<file path="config.mk">
export PLATFORM = sky130hd
export DESIGN_NAME = glyph_row_renderer_top
export DESIGN_NICKNAME = d
export VERILOG_FILES = /design/src/hdl/grr_pkg.sv /design/src/hdl/glyph_row_renderer_top.sv /design/src/hdl/grr_font_rom.sv /design/src/hdl/grr_row_seq.sv /design/src/hdl/grr_row_calc.sv
export VERILOG_INCLUDE_DIRS = /design/src /design/src/hdl
export SDC_FILE = /design/constraint.sdc
export NUM_CORES = 1
export LEC_CHECK = 0
export BUFFER_PORTS_ARGS = -buffer_cell sky130_fd_sc_hd__buf_2
export CORE_ASPECT_RATIO = 0.8
export CORE_UTILIZATION = 29
export DETAILED_ROUTE_END_ITERATION = 6
export SLEW_MARGIN = 5
export SYNTH_ARGS = -nofsm -noshare
export SYNTH_HDL_FRONTEND = slang
export SYNTH_SLANG_ARGS = --single-unit
</file>
<file path="constraint.sdc">
create_clock -name clock -period 10.38 [get_ports clock]
set_input_delay 1.038 -clock clock [delete_from_list [all_inputs] [get_ports clock]]
set_output_delay 1.038 -clock clock [all_outputs]
set_load 0.05 [all_outputs]
</file>
<file path="src/hdl/glyph_row_renderer_top_macros.svh">
// Assertion macros for the glyph row renderer.
`ifndef GLYPH_ROW_RENDERER_TOP_MACROS_SVH
`define GLYPH_ROW_RENDERER_TOP_MACROS_SVH

// Same-cycle implication, checked on every rising edge outside reset.
`define GRR_ASSERT_NOW(label, ante, cons, msg) \
   label: assert property (@(posedge clock) disable iff (reset) (ante) |-> (cons)) \
      else $error(msg);

// Next-cycle implication.
`define GRR_ASSERT_NEXT(label, ante, cons, msg) \
   label: assert property (@(posedge clock) disable iff (reset) (ante) |=> (cons)) \
      else $error(msg);

// Implication after a fixed number of cycles.
`define GRR_ASSERT_AFTER(label, ante, dly, cons, msg) \
   label: assert property (@(posedge clock) disable iff (reset) (ante) |-> ##(dly) (cons)) \
      else $error(msg);

`endif

</file>
<file path="src/hdl/grr_pkg.sv">
package grr_pkg;

   localparam int GLYPH_ROWS = 16;
   localparam int GLYPH_COLS = 8;

   localparam logic [3:0] GLYPH_LAST_ROW = 4'd15;
   localparam logic [6:0] SPACE_CODE     = 7'd32;

   // cycles from the accepting edge to the edge that takes the first row
   localparam int RSP_LATENCY = 3;

   // configuration register indexes
   localparam logic [3:0] CSR_FB_ENABLE     = 4'd0;
   localparam logic [3:0] CSR_SCREEN_WIDTH  = 4'd1;
   localparam logic [3:0] CSR_SCREEN_HEIGHT = 4'd2;
   localparam logic [3:0] CSR_ROW_PITCH     = 4'd3;

   localparam logic [12:0] SCREEN_WIDTH_RESET  = 13'd1024;
   localparam logic [12:0] SCREEN_HEIGHT_RESET = 13'd768;
   // pitch 4096 bytes is a stride of 1024 words
   localparam logic [12:0] ROW_STRIDE_RESET    = 13'd1024;

   typedef logic [0:15][7:0] glyph_type;

   typedef struct packed {
      logic              fb_enable;
      logic [12:0]       screen_width;
      logic [12:0]       screen_height;
      logic [12:0]       row_stride;
   } grr_cfg_type;

   typedef struct packed {
      logic               valid;
      logic [3:0]         row;
      logic signed [16:0] py;
      logic signed [15:0] x;
      logic [31:0]        color;
   } grr_issue_type;

   function automatic glyph_type glyph_lookup(input logic [6:0] code);
      glyph_type g;
      g = '0;
      unique case (code)
         7'd33:  g = '{8'h00,8'h18,8'h18,8'h18,8'h18,8'h18,8'h00,8'h18,
                       8'h00,8'h00,8'h00,8'h00,8'h00,8'h00,8'h00,8'h00};
         7'd62:  g = '{8'h00,8'h60,8'h30,8'h18,8'h0C,8'h18,8'h30,8'h60,
                       8'h00,8'h00,8'h00,8'h00,8'h00,8'h00,8'h00,8'h00};
         7'd65:  g = '{8'h00,8'h18,8'h3C,8'h66,8'h66,8'h66,8'h7E,8'h66,
                       8'h66,8'h66,8'h66,8'h00,8'h00,8'h00,8'h00,8'h00};
         7'd66:  g = '{8'h00,8'h7C,8'h66,8'h66,8'h7C,8'h66,8'h66,8'h66,
                       8'h7C,8'h00,8'h00,8'h00,8'h00,8'h00,8'h00,8'h00};
         7'd67:  g = '{8'h00,8'h3C,8'h66,8'h60,8'h60,8'h60,8'h66,8'h3C,
                       8'h00,8'h00,8'h00,8'h00,8'h00,8'h00,8'h00,8'h00};
         7'd68:  g = '{8'h00,8'h78,8'h6C,8'h66,8'h66,8'h66,8'h6C,8'h78,
                       8'h00,8'h00,8'h00,8'h00,8'h00,8'h00,8'h00,8'h00};
         7'd69:  g = '{8'h00,8'h7E,8'h60,8'h60,8'h7C,8'h60,8'h60,8'h7E,
                       8'h00,8'h00,8'h00,8'h00,8'h00,8'h00,8'h00,8'h00};
         7'd70:  g = '{8'h00,8'h7E,8'h60,8'h60,8'h7C,8'h60,8'h60,8'h60,
                       8'h00,8'h00,8'h00,8'h00,8'h00,8'h00,8'h00,8'h00};
         7'd71:  g = '{8'h00,8'h3C,8'h66,8'h60,8'h6E,8'h66,8'h66,8'h3E,
                       8'h00,8'h00,8'h00,8'h00,8'h00,8'h00,8'h00,8'h00};
         7'd72:  g = '{8'h00,8'h66,8'h66,8'h66,8'h7E,8'h66,8'h66,8'h66,
                       8'h00,8'h00,8'h00,8'h00,8'h00,8'h00,8'h00,8'h00};
         7'd73:  g = '{8'h00,8'h3C,8'h18,8'h18,8'h18,8'h18,8'h18,8'h3C,
                       8'h00,8'h00,8'h00,8'h00,8'h00,8'h00,8'h00,8'h00};
         7'd76:  g = '{8'h00,8'h60,8'h60,8'h60,8'h60,8'h60,8'h60,8'h7E,
                       8'h00,8'h00,8'h00,8'h00,8'h00,8'h00,8'h00,8'h00};
         7'd78:  g = '{8'h00,8'h3C,8'h66,8'h66,8'h66,8'h66,8'h66,8'h3C,
                       8'h00,8'h00,8'h00,8'h00,8'h00,8'h00,8'h00,8'h00};
         7'd79:  g = '{8'h00,8'h7C,8'h66,8'h66,8'h7C,8'h60,8'h60,8'h60,
                       8'h00,8'h00,8'h00,8'h00,8'h00,8'h00,8'h00,8'h00};
         7'd82:  g = '{8'h00,8'h7C,8'h66,8'h66,8'h7C,8'h6C,8'h66,8'h63,
                       8'h00,8'h00,8'h00,8'h00,8'h00,8'h00,8'h00,8'h00};
         7'd83:  g = '{8'h00,8'h3C,8'h66,8'h30,8'h1C,8'h06,8'h66,8'h3C,
                       8'h00,8'h00,8'h00,8'h00,8'h00,8'h00,8'h00,8'h00};
         7'd84:  g = '{8'h00,8'h7E,8'h18,8'h18,8'h18,8'h18,8'h18,8'h18,
                       8'h00,8'h00,8'h00,8'h00,8'h00,8'h00,8'h00,8'h00};
         7'd97:  g = '{8'h00,8'h00,8'h00,8'h3C,8'h06,8'h3E,8'h66,8'h3E,
                       8'h00,8'h00,8'h00,8'h00,8'h00,8'h00,8'h00,8'h00};
         7'd100: g = '{8'h00,8'h06,8'h06,8'h3E,8'h66,8'h66,8'h66,8'h3E,
                       8'h00,8'h00,8'h00,8'h00,8'h00,8'h00,8'h00,8'h00};
         7'd101: g = '{8'h00,8'h00,8'h00,8'h3C,8'h66,8'h7E,8'h60,8'h3C,
                       8'h00,8'h00,8'h00,8'h00,8'h00,8'h00,8'h00,8'h00};
         7'd104: g = '{8'h00,8'h60,8'h60,8'h7C,8'h66,8'h66,8'h66,8'h66,
                       8'h00,8'h00,8'h00,8'h00,8'h00,8'h00,8'h00,8'h00};
         7'd105: g = '{8'h00,8'h18,8'h00,8'h38,8'h18,8'h18,8'h18,8'h3C,
                       8'h00,8'h00,8'h00,8'h00,8'h00,8'h00,8'h00,8'h00};
         7'd111: g = '{8'h00,8'h00,8'h00,8'h3C,8'h66,8'h66,8'h66,8'h3C,
                       8'h00,8'h00,8'h00,8'h00,8'h00,8'h00,8'h00,8'h00};
         7'd115: g = '{8'h00,8'h00,8'h00,8'h3E,8'h60,8'h3C,8'h06,8'h7C,
                       8'h00,8'h00,8'h00,8'h00,8'h00,8'h00,8'h00,8'h00};
         7'd116: g = '{8'h00,8'h18,8'h18,8'h7E,8'h18,8'h18,8'h18,8'h0E,
                       8'h00,8'h00,8'h00,8'h00,8'h00,8'h00,8'h00,8'h00};
         default: g = '0;
      endcase
      return g;
   endfunction

endpackage

</file>
<file path="src/hdl/glyph_row_renderer_top.sv">
// Glyph row renderer: draws one 8x16 character into a 32-bit framebuffer as
// sixteen row writes.
// Input channel: drive start with req_char_code, req_pos_x, req_pos_y and
// req_ink_color; the item is taken at a rising edge with start high and busy low.
// Result channel: each row item sits on the rsp_ ports for one cycle, marked
// by rsp_valid. It carries the word index of the row's left column, an 8-bit
// write mask (bit 7 is the left column), the color, the glyph row and a flag
// on the last row. The receiver cannot stall; rows simply stream out.
// Pipeline: each row goes from the row counter through the stage-1 register and
// the result registers; the sixteen rows follow on consecutive cycles, top row first.
// Throughput: one row per cycle, issued by the row counter. busy stays high
// after an accept and drops while the last row issues, so a new character can
// follow with no gap in the rows.
// Configuration: csr_index / csr_wdata, written when csr_valid and csr_ready
// are high; csr_ready is always high. Write only while no character is in
// flight. Unknown indexes are ignored.
// Reset (synchronous, active high): drop any character in flight, disable the
// framebuffer, restore 1024x768 with a 4096-byte pitch.
module glyph_row_renderer_top (
   input  logic               clock,
   input  logic               reset,
   // input channel
   input  logic               start,
   output logic               busy,
   input  logic [7:0]         req_char_code,
   input  logic signed [15:0] req_pos_x,
   input  logic signed [15:0] req_pos_y,
   input  logic [31:0]        req_ink_color,
   // result channel
   output logic               rsp_valid,
   output logic [31:0]        rsp_word_index,
   output logic [7:0]         rsp_write_mask,
   output logic [31:0]        rsp_pixel_value,
   output logic [3:0]         rsp_glyph_row,
   output logic               rsp_last_row,
   // configuration port
   input  logic               csr_valid,
   output logic               csr_ready,
   input  logic [3:0]         csr_index,
   input  logic [31:0]        csr_wdata
);
   import grr_pkg::*;

`include "glyph_row_renderer_top_macros.svh"

   logic          fb_enable_ff;
   logic [12:0]   screen_width_ff;
   logic [12:0]   screen_height_ff;
   logic [12:0]   row_stride_ff;
   logic          csr_write;
   grr_cfg_type   cfg;
   grr_issue_type issue;
   logic [6:0]    rom_code;
   logic [3:0]    rom_row;
   logic [7:0]    rom_data;

   // registers are always ready to take a write
   assign csr_ready = 1'b1;
   assign csr_write = csr_valid && csr_ready;

   // keep the pitch only as a word stride: drop the two byte bits
   always_ff @(posedge clock) begin
      if (reset) begin
         fb_enable_ff     <= 1'b0;
         screen_width_ff  <= SCREEN_WIDTH_RESET;
         screen_height_ff <= SCREEN_HEIGHT_RESET;
         row_stride_ff    <= ROW_STRIDE_RESET;
      end else if (csr_write) begin
         unique case (csr_index)
            CSR_FB_ENABLE:     fb_enable_ff     <= csr_wdata[0];
            CSR_SCREEN_WIDTH:  screen_width_ff  <= csr_wdata[12:0];
            CSR_SCREEN_HEIGHT: screen_height_ff <= csr_wdata[12:0];
            CSR_ROW_PITCH:     row_stride_ff    <= csr_wdata[14:2];
            default: ;
         endcase
      end
   end

   assign cfg.fb_enable     = fb_enable_ff;
   assign cfg.screen_width  = screen_width_ff;
   assign cfg.screen_height = screen_height_ff;
   assign cfg.row_stride    = row_stride_ff;

   // row counter: holds the current character and issues one row per cycle
   grr_row_seq u_seq (
      .clock     (clock),
      .reset     (reset),
      .start     (start),
      .char_code (req_char_code),
      .pos_x     (req_pos_x),
      .pos_y     (req_pos_y),
      .ink_color (req_ink_color),
      .busy      (busy),
      .rom_code  (rom_code),
      .rom_row   (rom_row),
      .issue     (issue)
   );

   // font ROM, read in parallel with the row's first pipeline stage
   grr_font_rom u_rom (
      .clock   (clock),
      .rd_code (rom_code),
      .rd_row  (rom_row),
      .rd_data (rom_data)
   );

   // address multiply, clipping and the result registers
   grr_row_calc u_calc (
      .clock           (clock),
      .reset           (reset),
      .cfg             (cfg),
      .issue           (issue),
      .rom_data        (rom_data),
      .rsp_valid       (rsp_valid),
      .rsp_word_index  (rsp_word_index),
      .rsp_write_mask  (rsp_write_mask),
      .rsp_pixel_value (rsp_pixel_value),
      .rsp_glyph_row   (rsp_glyph_row),
      .rsp_last_row    (rsp_last_row)
   );

   // an accepted character shows its top row after the pipeline latency
   `GRR_ASSERT_AFTER(a_first_row, start && !busy, RSP_LATENCY, rsp_valid && (rsp_glyph_row == 4'd0), "first row missing after accept")
   // rows of one character stream without gaps
   `GRR_ASSERT_NEXT(a_row_step, rsp_valid && !rsp_last_row, rsp_valid && (rsp_glyph_row == 4'($past(rsp_glyph_row) + 4'd1)), "row sequence broken")
   // after the last row only a fresh character may follow
   `GRR_ASSERT_NEXT(a_after_last, rsp_valid && rsp_last_row, !rsp_valid || (rsp_glyph_row == 4'd0), "row after last row is not a top row")
   // the last-row flag marks row fifteen only
   `GRR_ASSERT_NOW(a_last_flag, rsp_valid, rsp_last_row == (rsp_glyph_row == GLYPH_LAST_ROW), "last row flag mismatch")

endmodule

</file>
<file path="src/hdl/grr_font_rom.sv">
module grr_font_rom (
   input  logic       clock,
   input  logic [6:0] rd_code,
   input  logic [3:0] rd_row,
   output logic [7:0] rd_data
);
   import grr_pkg::*;

   logic [7:0] rd_data_ff;
   glyph_type  glyph;

   assign glyph = glyph_lookup(rd_code);

   // synchronous read into an output register
   always_ff @(posedge clock) begin
      rd_data_ff <= glyph[rd_row];
   end

   assign rd_data = rd_data_ff;

endmodule

</file>
<file path="src/hdl/grr_row_seq.sv">
module grr_row_seq (
   input  logic                   clock,
   input  logic                   reset,
   input  logic                   start,
   input  logic [7:0]             char_code,
   input  logic signed [15:0]     pos_x,
   input  logic signed [15:0]     pos_y,
   input  logic [31:0]            ink_color,
   output logic                   busy,
   output logic [6:0]             rom_code,
   output logic [3:0]             rom_row,
   output grr_pkg::grr_issue_type issue
);
   import grr_pkg::*;

   logic               active_ff, active_in;
   logic [3:0]         row_ff, row_in;
   logic [6:0]         code_ff;
   logic signed [15:0] x_ff;
   logic signed [15:0] y_ff;
   logic [31:0]        color_ff;
   logic               accept;

   // free again on the cycle that issues the last row
   assign busy   = active_ff && (row_ff != GLYPH_LAST_ROW);
   assign accept = start && !busy;

   always_comb begin
      active_in = active_ff;
      row_in    = row_ff;
      priority if (accept) begin
         active_in = 1'b1;
         row_in    = '0;
      end else if (active_ff) begin
         active_in = (row_ff != GLYPH_LAST_ROW);
         row_in    = row_ff + 4'd1;
      end else begin
         // hold while idle
         active_in = active_ff;
         row_in    = row_ff;
      end
   end

   always_ff @(posedge clock) begin
      if (reset) begin
         active_ff <= 1'b0;
         row_ff    <= '0;
      end else begin
         active_ff <= active_in;
         row_ff    <= row_in;
      end
   end

   // codes of 128 and up draw as a space
   always_ff @(posedge clock) begin
      if (accept) begin
         code_ff  <= char_code[7] ? SPACE_CODE : char_code[6:0];
         x_ff     <= pos_x;
         y_ff     <= pos_y;
         color_ff <= ink_color;
      end
   end

   assign rom_code = code_ff;
   assign rom_row  = row_ff;

   assign issue.valid = active_ff;
   assign issue.row   = row_ff;
   assign issue.py    = {y_ff[15], y_ff} + $signed({13'd0, row_ff});
   assign issue.x     = x_ff;
   assign issue.color = color_ff;

endmodule

</file>
<file path="src/hdl/grr_row_calc.sv">
module grr_row_calc (
   input  logic                   clock,
   input  logic                   reset,
   input  grr_pkg::grr_cfg_type   cfg,
   input  grr_pkg::grr_issue_type issue,
   input  logic [7:0]             rom_data,
   output logic                   rsp_valid,
   output logic [31:0]            rsp_word_index,
   output logic [7:0]             rsp_write_mask,
   output logic [31:0]            rsp_pixel_value,
   output logic [3:0]             rsp_glyph_row,
   output logic                   rsp_last_row
);
   import grr_pkg::*;

   grr_issue_type      s1_ff;
   logic signed [30:0] product;
   logic [31:0]        word_index;
   logic signed [16:0] screen_w;
   logic signed [16:0] screen_h;
   logic               row_ok;
   logic [7:0]         clip;
   logic signed [16:0] px [GLYPH_COLS];

   logic               rsp_valid_ff;
   logic [31:0]        rsp_word_index_ff;
   logic [7:0]         rsp_write_mask_ff;
   logic [31:0]        rsp_pixel_value_ff;
   logic [3:0]         rsp_glyph_row_ff;
   logic               rsp_last_row_ff;

   // align the row with the font data read in the same cycle
   always_ff @(posedge clock) begin
      if (reset) begin
         s1_ff.valid <= 1'b0;
      end else begin
         s1_ff.valid <= issue.valid;
      end
      s1_ff.row   <= issue.row;
      s1_ff.py    <= issue.py;
      s1_ff.x     <= issue.x;
      s1_ff.color <= issue.color;
   end

   assign screen_w = $signed({4'd0, cfg.screen_width});
   assign screen_h = $signed({4'd0, cfg.screen_height});

   assign product    = $signed({{14{s1_ff.py[16]}}, s1_ff.py})
                     * $signed({18'd0, cfg.row_stride});
   assign word_index = {product[30], product} + {{16{s1_ff.x[15]}}, s1_ff.x};

   assign row_ok = cfg.fb_enable && !s1_ff.py[16] && (s1_ff.py < screen_h);

   always_comb begin
      for (int k = 0; k < GLYPH_COLS; k++) begin
         px[k]        = {s1_ff.x[15], s1_ff.x} + $signed(17'(k));
         clip[7 - k]  = row_ok && !px[k][16] && (px[k] < screen_w);
      end
   end

   always_ff @(posedge clock) begin
      if (reset) begin
         rsp_valid_ff <= 1'b0;
      end else begin
         rsp_valid_ff <= s1_ff.valid;
      end
      rsp_word_index_ff  <= word_index;
      rsp_write_mask_ff  <= rom_data & clip;
      rsp_pixel_value_ff <= s1_ff.color;
      rsp_glyph_row_ff   <= s1_ff.row;
      rsp_last_row_ff    <= (s1_ff.row == GLYPH_LAST_ROW);
   end

   assign rsp_valid       = rsp_valid_ff;
   assign rsp_word_index  = rsp_word_index_ff;
   assign rsp_write_mask  = rsp_write_mask_ff;
   assign rsp_pixel_value = rsp_pixel_value_ff;
   assign rsp_glyph_row   = rsp_glyph_row_ff;
   assign rsp_last_row    = rsp_last_row_ff;

endmodule
</file>
# Yosys cells after proc, flatten, opt, wreduce, memory -nomap -nowiden

Cells that the tools add are included.
W data, S select, Z words.

Reductions and logical operators: 36
Bitwise operators: 2
Eq/ne operators: 30
$lt $le $gt $ge: 10
Multiply operators: 1
Multiplexer cells: 6
$add $sub $neg: 10

Operator list:

| kind                    | number |
|---|---|
| $pmux W119 S25          | 1 |
| $eq A7 B7 Y1 const B    | 23 |
| $lt A17 B14 Y1          | 8 |
| $add A16 B4 Y17 const B | 4 |
| $add A16 B3 Y17 const B | 2 |
| $add A31 B16 Y32        | 1 |
| $bmux W8 S4             | 1 |
| $mul A17 B14 Y31        | 1 |
| $logic_and A1 B1 Y1     | 20 |
| $add A16 B2 Y17 const B | 1 |
| $add A16 B5 Y17         | 1 |
| $lt A16 B14 Y1          | 1 |
| $mux W8                 | 2 |
| $eq A7 B6 Y1 const B    | 2 |
| $logic_not A1 Y1        | 10 |
| $and A8 B8 Y8           | 1 |
| $eq A4 B2 Y1 const B    | 2 |
| $reduce_and A2 Y1       | 4 |
| $ge A5 B5 Y1 const B    | 1 |
| $not A4 Y5              | 1 |
| $add A4 B1 Y4 const B   | 1 |
| $eq A4 B1 Y1 const B    | 1 |
| $eq A4 B4 Y1 const B    | 1 |
| $logic_not A4 Y1        | 1 |
| 3 further kinds         | 4 |

Output and inout port bits: 80
Bits in registers: 272

# Depth between registers and ports, before layout

Depth after elaboration: 6
Gate-level depth with buffers: 24
Mapped depth without buffers: 23

# By module

From an unflattened synthesis, not the netlist that was laid out.

Cell total of the unflattened synthesis: 2354
Area total of the unflattened synthesis: 22482.8 um^2

Modules (own cells, without submodules):

| module                 | cells each | area each (um^2) | instances |
|---|---|---|---|
| grr_row_calc           | 1755       | 16113.0          | 1 |
| grr_row_seq            | 156        | 2795.2           | 1 |
| grr_font_rom           | 283        | 1866.8           | 1 |
| glyph_row_renderer_top | 160        | 1707.9           | 1 |

# Least setup slack after synthesis

OpenSTA, ideal clock, no wires.

Path type: register -> register
From: register row_stride_ff[0]
To: register u_calc.rsp_word_index_ff[30] (netlist: u_calc.rsp_word_index[30])
Data required time: 10.308 ns
Path buffers: 1
Library setup time: 0.072 ns
Data arrival time: 6.188 ns
Stages on the path, launching flop included: 24
Clock period less this slack: 6.260 ns
Setup slack: 4.120 ns
Cells stage by stage: dfxtp_1 clkbuf_1 nand2_1 inv_1 fa_1 inv_1 fa_1 inv_1 fa_1 fa_1 fa_1 inv_1 fa_1 inv_1 ha_1 a21o_1 a21o_1 a21o_1 a21oi_1 o31ai_4 a2111oi_4 o31ai_2 a21oi_2 xnor2_1

Longest elaborated chain between the ends: 2

Ends and longest elaborated chain:

| what                            | RTL line                     | text |
|---|---|---|
| start: declaration              | glyph_row_renderer_top.sv:49 | `logic [12:0] row_stride_ff;` |
| start signal: assignment        | glyph_row_renderer_top.sv:73 | `CSR_ROW_PITCH: row_stride_ff <= csr_wdata[14:2];` |
| $mul A17 B14 Y31                | grr_row_calc.sv:49           | `* $signed({18'd0, cfg.row_stride});` |
| $add A31 B16 Y32                | grr_row_calc.sv:50           | `assign word_index = {product[30], product} + {{16{s1_ff.x[15]}}, s1_ff.x};` |
| named net u_calc.word_index[30] | grr_row_calc.sv:18           | `logic [31:0] word_index;` |
| end signal: assignment          | grr_row_calc.sv:67           | `rsp_word_index_ff <= word_index;` |
| end: declaration                | grr_row_calc.sv:26           | `logic [31:0] rsp_word_index_ff;` |

The timed path passes the listed nets, and every way through them passes these cells.
A chain may end at the register's enable or synchronous reset.

# Worst setup path after layout

From: register row_stride_ff[0]
To: register u_calc.rsp_word_index_ff[31] (netlist: u_calc.rsp_word_index[31])

The elaborated chain is that of the path after synthesis.

==> results.json <==
{
  "cp_max_fo": 18,
  "synth.ff_latch_count": 270,
  "endpoint_arrival_time_on_the_critical_path_ps": 7700,
  "crit_path_frequent_cell": "sky130_fd_sc_hd__fa_1",
  "synth_enable_flop_cells": 71,
  "finish.instance_area_um2": 24730,
  "tightestPinTransition_ps": 1053,
  "min_path_type": "reg -> reg",
  "routed_wire_length_um": 57580,
  "filler_cell_count": 7642,
  "synth_area_per_inst_um2": 9.511,
  "sequential_cell_area_um2": 6116,
  "cts_hold_buf": 0,
  "area.growth.synth_to_final_pct": 13.69,
  "endpoint_kind_of_the_worst_setup_timing_path": "register",
  "setup.worst_path.start_class": "register",
  "path_clk_slew_ps": 60,
  "cp.depth": 22,
  "setup-tns-final_ps": 0,
  "cp-startpoint": "row_stride_ff[0]",
  "top_ports": 192,
  "cts-root-to-sink-buffers": 3,
  "post-route-min-period_ps": 7236,
  "r2r_end": "u_calc.rsp_word_index[31]",
  "core_area_um2": 73940,
  "mappedNetlistNets": 2819,
  "drtPass1Iterations": 7,
  "cts-htree-levels": 2,
  "p_per_area_nw_per_um2": 140.7,
  "synth.largest_area_cell": "sky130_fd_sc_hd__fa_1",
  "number_of_hold_slack_violations_in_the_final_timing_report": 0,
  "drt.antenna.violating_nets": 0,
  "timing.final.max_slew_violations": 0,
  "net-switching-power_w": 0.001246,
  "path_class": "reg -> reg",
  "critical_path.reg2reg.startpoint": "row_stride_ff[0]",
  "initial_utilization_pct": 29.42,
  "total_internal_power_w": 0.002233,
  "max-vdd-ir-drop_v": 0.00009219,
  "initialDrtViolationCount": 1420,
  "nets": 2938,
  "endpoint": "u_calc.rsp_word_index[31]",
  "post-cts-setup-buffers": 0,
  "ys_async_sr_fraction_pct": 0,
  "place_ws_ps": 3102,
  "synth_top_cells_by_count": "343 x sky130_fd_sc_hd__inv_1, 235 x sky130_fd_sc_hd__fa_1, 199 x sky130_fd_sc_hd__dfxtp_1",
  "worst-r2r-cell-count": 22,
  "finalSetupViolations": 0,
  "post-synth-top-area-fraction_pct": 21.63,
  "critical_path_buf_inv_count": 5,
  "worst_slack_ps": 3144,
  "grt_usage_pct": 15.59,
  "post_synth_instance_area_um2": 21750,
  "post_cts_resized": 0,
  "synthesis.instances": 2287,
  "fmax_mhz": 138.2,
  "first_pass_grt_wire_length_um": 92350,
  "route.detailed.drc": 0,
  "grt_max_degree": 45,
  "cts.sink_count": 270,
  "synth_most_common_cell": "sky130_fd_sc_hd__inv_1",
  "yosysUniqueCellTypes": 85,
  "globalRouteOverflowTotal": 0,
  "reg2reg_slack_ps": 3140,
  "worst_skew_pair.late_latency_ps": 580,
  "tritoncts.num_buffers": 34,
  "crit_path_max_incr_delay_ps": 830,
  "core.rowCount": 89,
  "multi_input_comb_area_um2": 13950,
  "die_height_um": 247.0,
  "yosysSeqAreaShare_pct": 28.12,
  "avgViaCountPerCell": 4.678,
  "seq_power_share_pct": 36.0,
  "grt_setup_unrepaired": "no",
  "cts_tree": "built",
  "grt_pass1_vias": 16120,
  "share_clk_of_total_power_pct": 34.9,
  "finalWeightedCongestion": 0.9083,
  "fin_skew_ps": 53.44,
  "dp_hpwl_um": 45000,
  "antenna_violations_before_repair": 15,
  "status": "finished, final reports clean",
  "critical_path.top_delay_family": "adder cells",
  "period_share_pct": 69.71,
  "yosys_warnings": 0,
  "drive_above_1_share_pct": 11.02,
  "dpl_cell_area_um2": 23540,
  "ys_top_cells_by_area": "sky130_fd_sc_hd__fa_1 22%, sky130_fd_sc_hd__dfxtp_1 18%, sky130_fd_sc_hd__ha_1 11%",
  "highest_delay_cell_along_the_critical_path": "sky130_fd_sc_hd__dfxtp_1",
  "die-area_um2": 76110,
  "route.detailed.wl_per_inst_um": 16.74,
  "cp.required_ps": 10840,
  "die-width_um": 308.2,
  "max_cap_viol_count": 0,
  "combinationalPowerShare_pct": 29.0,
  "crit_path_cell_chain": "nand2_1, inv_1, fa_1, inv_1, fa_1, inv_1, fa_1, fa_1, fa_1, inv_1, fa_1, inv_1, ha_1, nand4_1, nor3_1, nand4_1, a31oi_2, a31oi_2, o211a_1, o21bai_1, a21oi_1, xnor2_1",
  "p_leak_nw": 11.27,
  "swShare_pct": 35.82,
  "timing.slew.headroom_pct": 29.56,
  "ctsRootBufferMaster": "sky130_fd_sc_hd__clkbuf_16",
  "via_count": 16090,
  "synth_ff_type": "sky130_fd_sc_hd__dfxtp_1",
  "placement.io_buffers": 172
}
==> layout make-up <==
cell class                      instances  area share, %
Multi-Input combinational cell       1576          56.43
Sequential cell                       270          24.73
Inverter                              344          5.222
Tap cell                             1001          5.065
Clock buffer                           43          3.952
Timing Repair Buffer                  180          3.724
Clock inverter                         19         0.8146
Antenna cell                            6        0.06072
==> cells by family (layout without fill, tap and decap cells) <==
logic type | after synthesis | after routing | synth area share [%]
compound gates | 305 | 305 | 9.353
other cells | 2 | 8 | 0.03453
fa+ha+maj | 421 | 421 | 32.32
flops | 270 | 270 | 28.12
xor+xnor | 129 | 129 | 5.194
buf+inv | 441 | 586 | 7.760
mux | 39 | 39 | 1.795
simple gates | 680 | 680 | 15.43
==> power by group through the flow <==
stage | Clock (W) | Sequential, W | Combinational, W
2_1_floorplan | 0 | 0.00143 | 0.000596
3_3_place_gp | 0 | 0.00127 | 0.00101
3_5_place_dp | 0 | 0.00128 | 0.00102
4_1_cts | 0.00127 | 0.00125 | 0.00102
5_1_grt | 0.00131 | 0.00126 | 0.00113
6_report | 0.00122 | 0.00125 | 0.00101
==> placed cells by master (no fill, tap or decap), types with 43 or more instances in the layout <==
| master | n |
|---|---|
| sky130_fd_sc_hd__and2_1 | 132 |
| sky130_fd_sc_hd__nand3_1 | 43 |
| sky130_fd_sc_hd__nand2_1 | 177 |
| sky130_fd_sc_hd__nor2_1 | 188 |
| sky130_fd_sc_hd__dfxtp_1 | 199 |
| sky130_fd_sc_hd__o21ai_0 | 65 |
| sky130_fd_sc_hd__xor2_1 | 60 |
| sky130_fd_sc_hd__a21oi_1 | 78 |
| sky130_fd_sc_hd__xnor2_1 | 69 |
| sky130_fd_sc_hd__edfxtp_1 | 71 |
| sky130_fd_sc_hd__ha_1 | 185 |
| sky130_fd_sc_hd__buf_2 | 172 |
| sky130_fd_sc_hd__inv_1 | 343 |
| sky130_fd_sc_hd__fa_1 | 235 |
==> worst min path at each step <==
stage / start / to / cells past startpoint
after floorplan: u_calc.s1_ff[0] / u_calc.rsp_pixel_value[0] / 0
after global placement: u_calc.s1_ff[3] / u_calc.rsp_pixel_value[3] / 0
after detailed placement: u_calc.s1_ff[3] / u_calc.rsp_pixel_value[3] / 0
after CTS: u_calc.s1_ff[3] / u_calc.rsp_pixel_value[3] / 0
after global routing: u_calc.s1_ff[3] / u_calc.rsp_pixel_value[3] / 0
final: u_calc.s1_ff[26] / u_calc.rsp_pixel_value[26] / 0
==> registers in the layout, summed over array words and instances (netlist names), 13 cells and up <==
register,cells
u_calc.rsp_word_index,32
screen_width_ff,13
u_seq.y_ff,16
u_calc.s1_ff,70
u_seq.color_ff,32
u_seq.x_ff,16
screen_height_ff,13
row_stride_ff,13
u_calc.rsp_pixel_value,32
==> stage by stage <==
| step | util [%] | hold slack, ps | total power [W] | instances |
|---|---|---|---|---|
| 5_1_grt | 33.42 | 328.8 | 0.003709 | 3433 |
| 4_1_cts | 33.42 | 324.4 | 0.003544 | 3433 |
| 3_5_place_dp | 31.83 | 312.1 | 0.002294 | 3371 |
| 2_1_floorplan | - | 309.6 | 0.002025 | 2287 |
| 6_report | 33.44 | 321.5 | 0.003480 | 3439 |
| 3_3_place_gp | 31.83 | 309.8 | 0.002288 | 3371 |
==> per-layer routing <==
metal | vias up | track usage (%) | part of all wire [%]
met5 | - | 0 | 0.12
met4 | 12 | 4.083 | 2.3
met1 | 7828 | 23.43 | 49
met3 | 82 | 3.634 | 8.2
met2 | 536 | 21.97 | 40
li1 | 7629 | - | -
(Power assumes the default switching activity.)
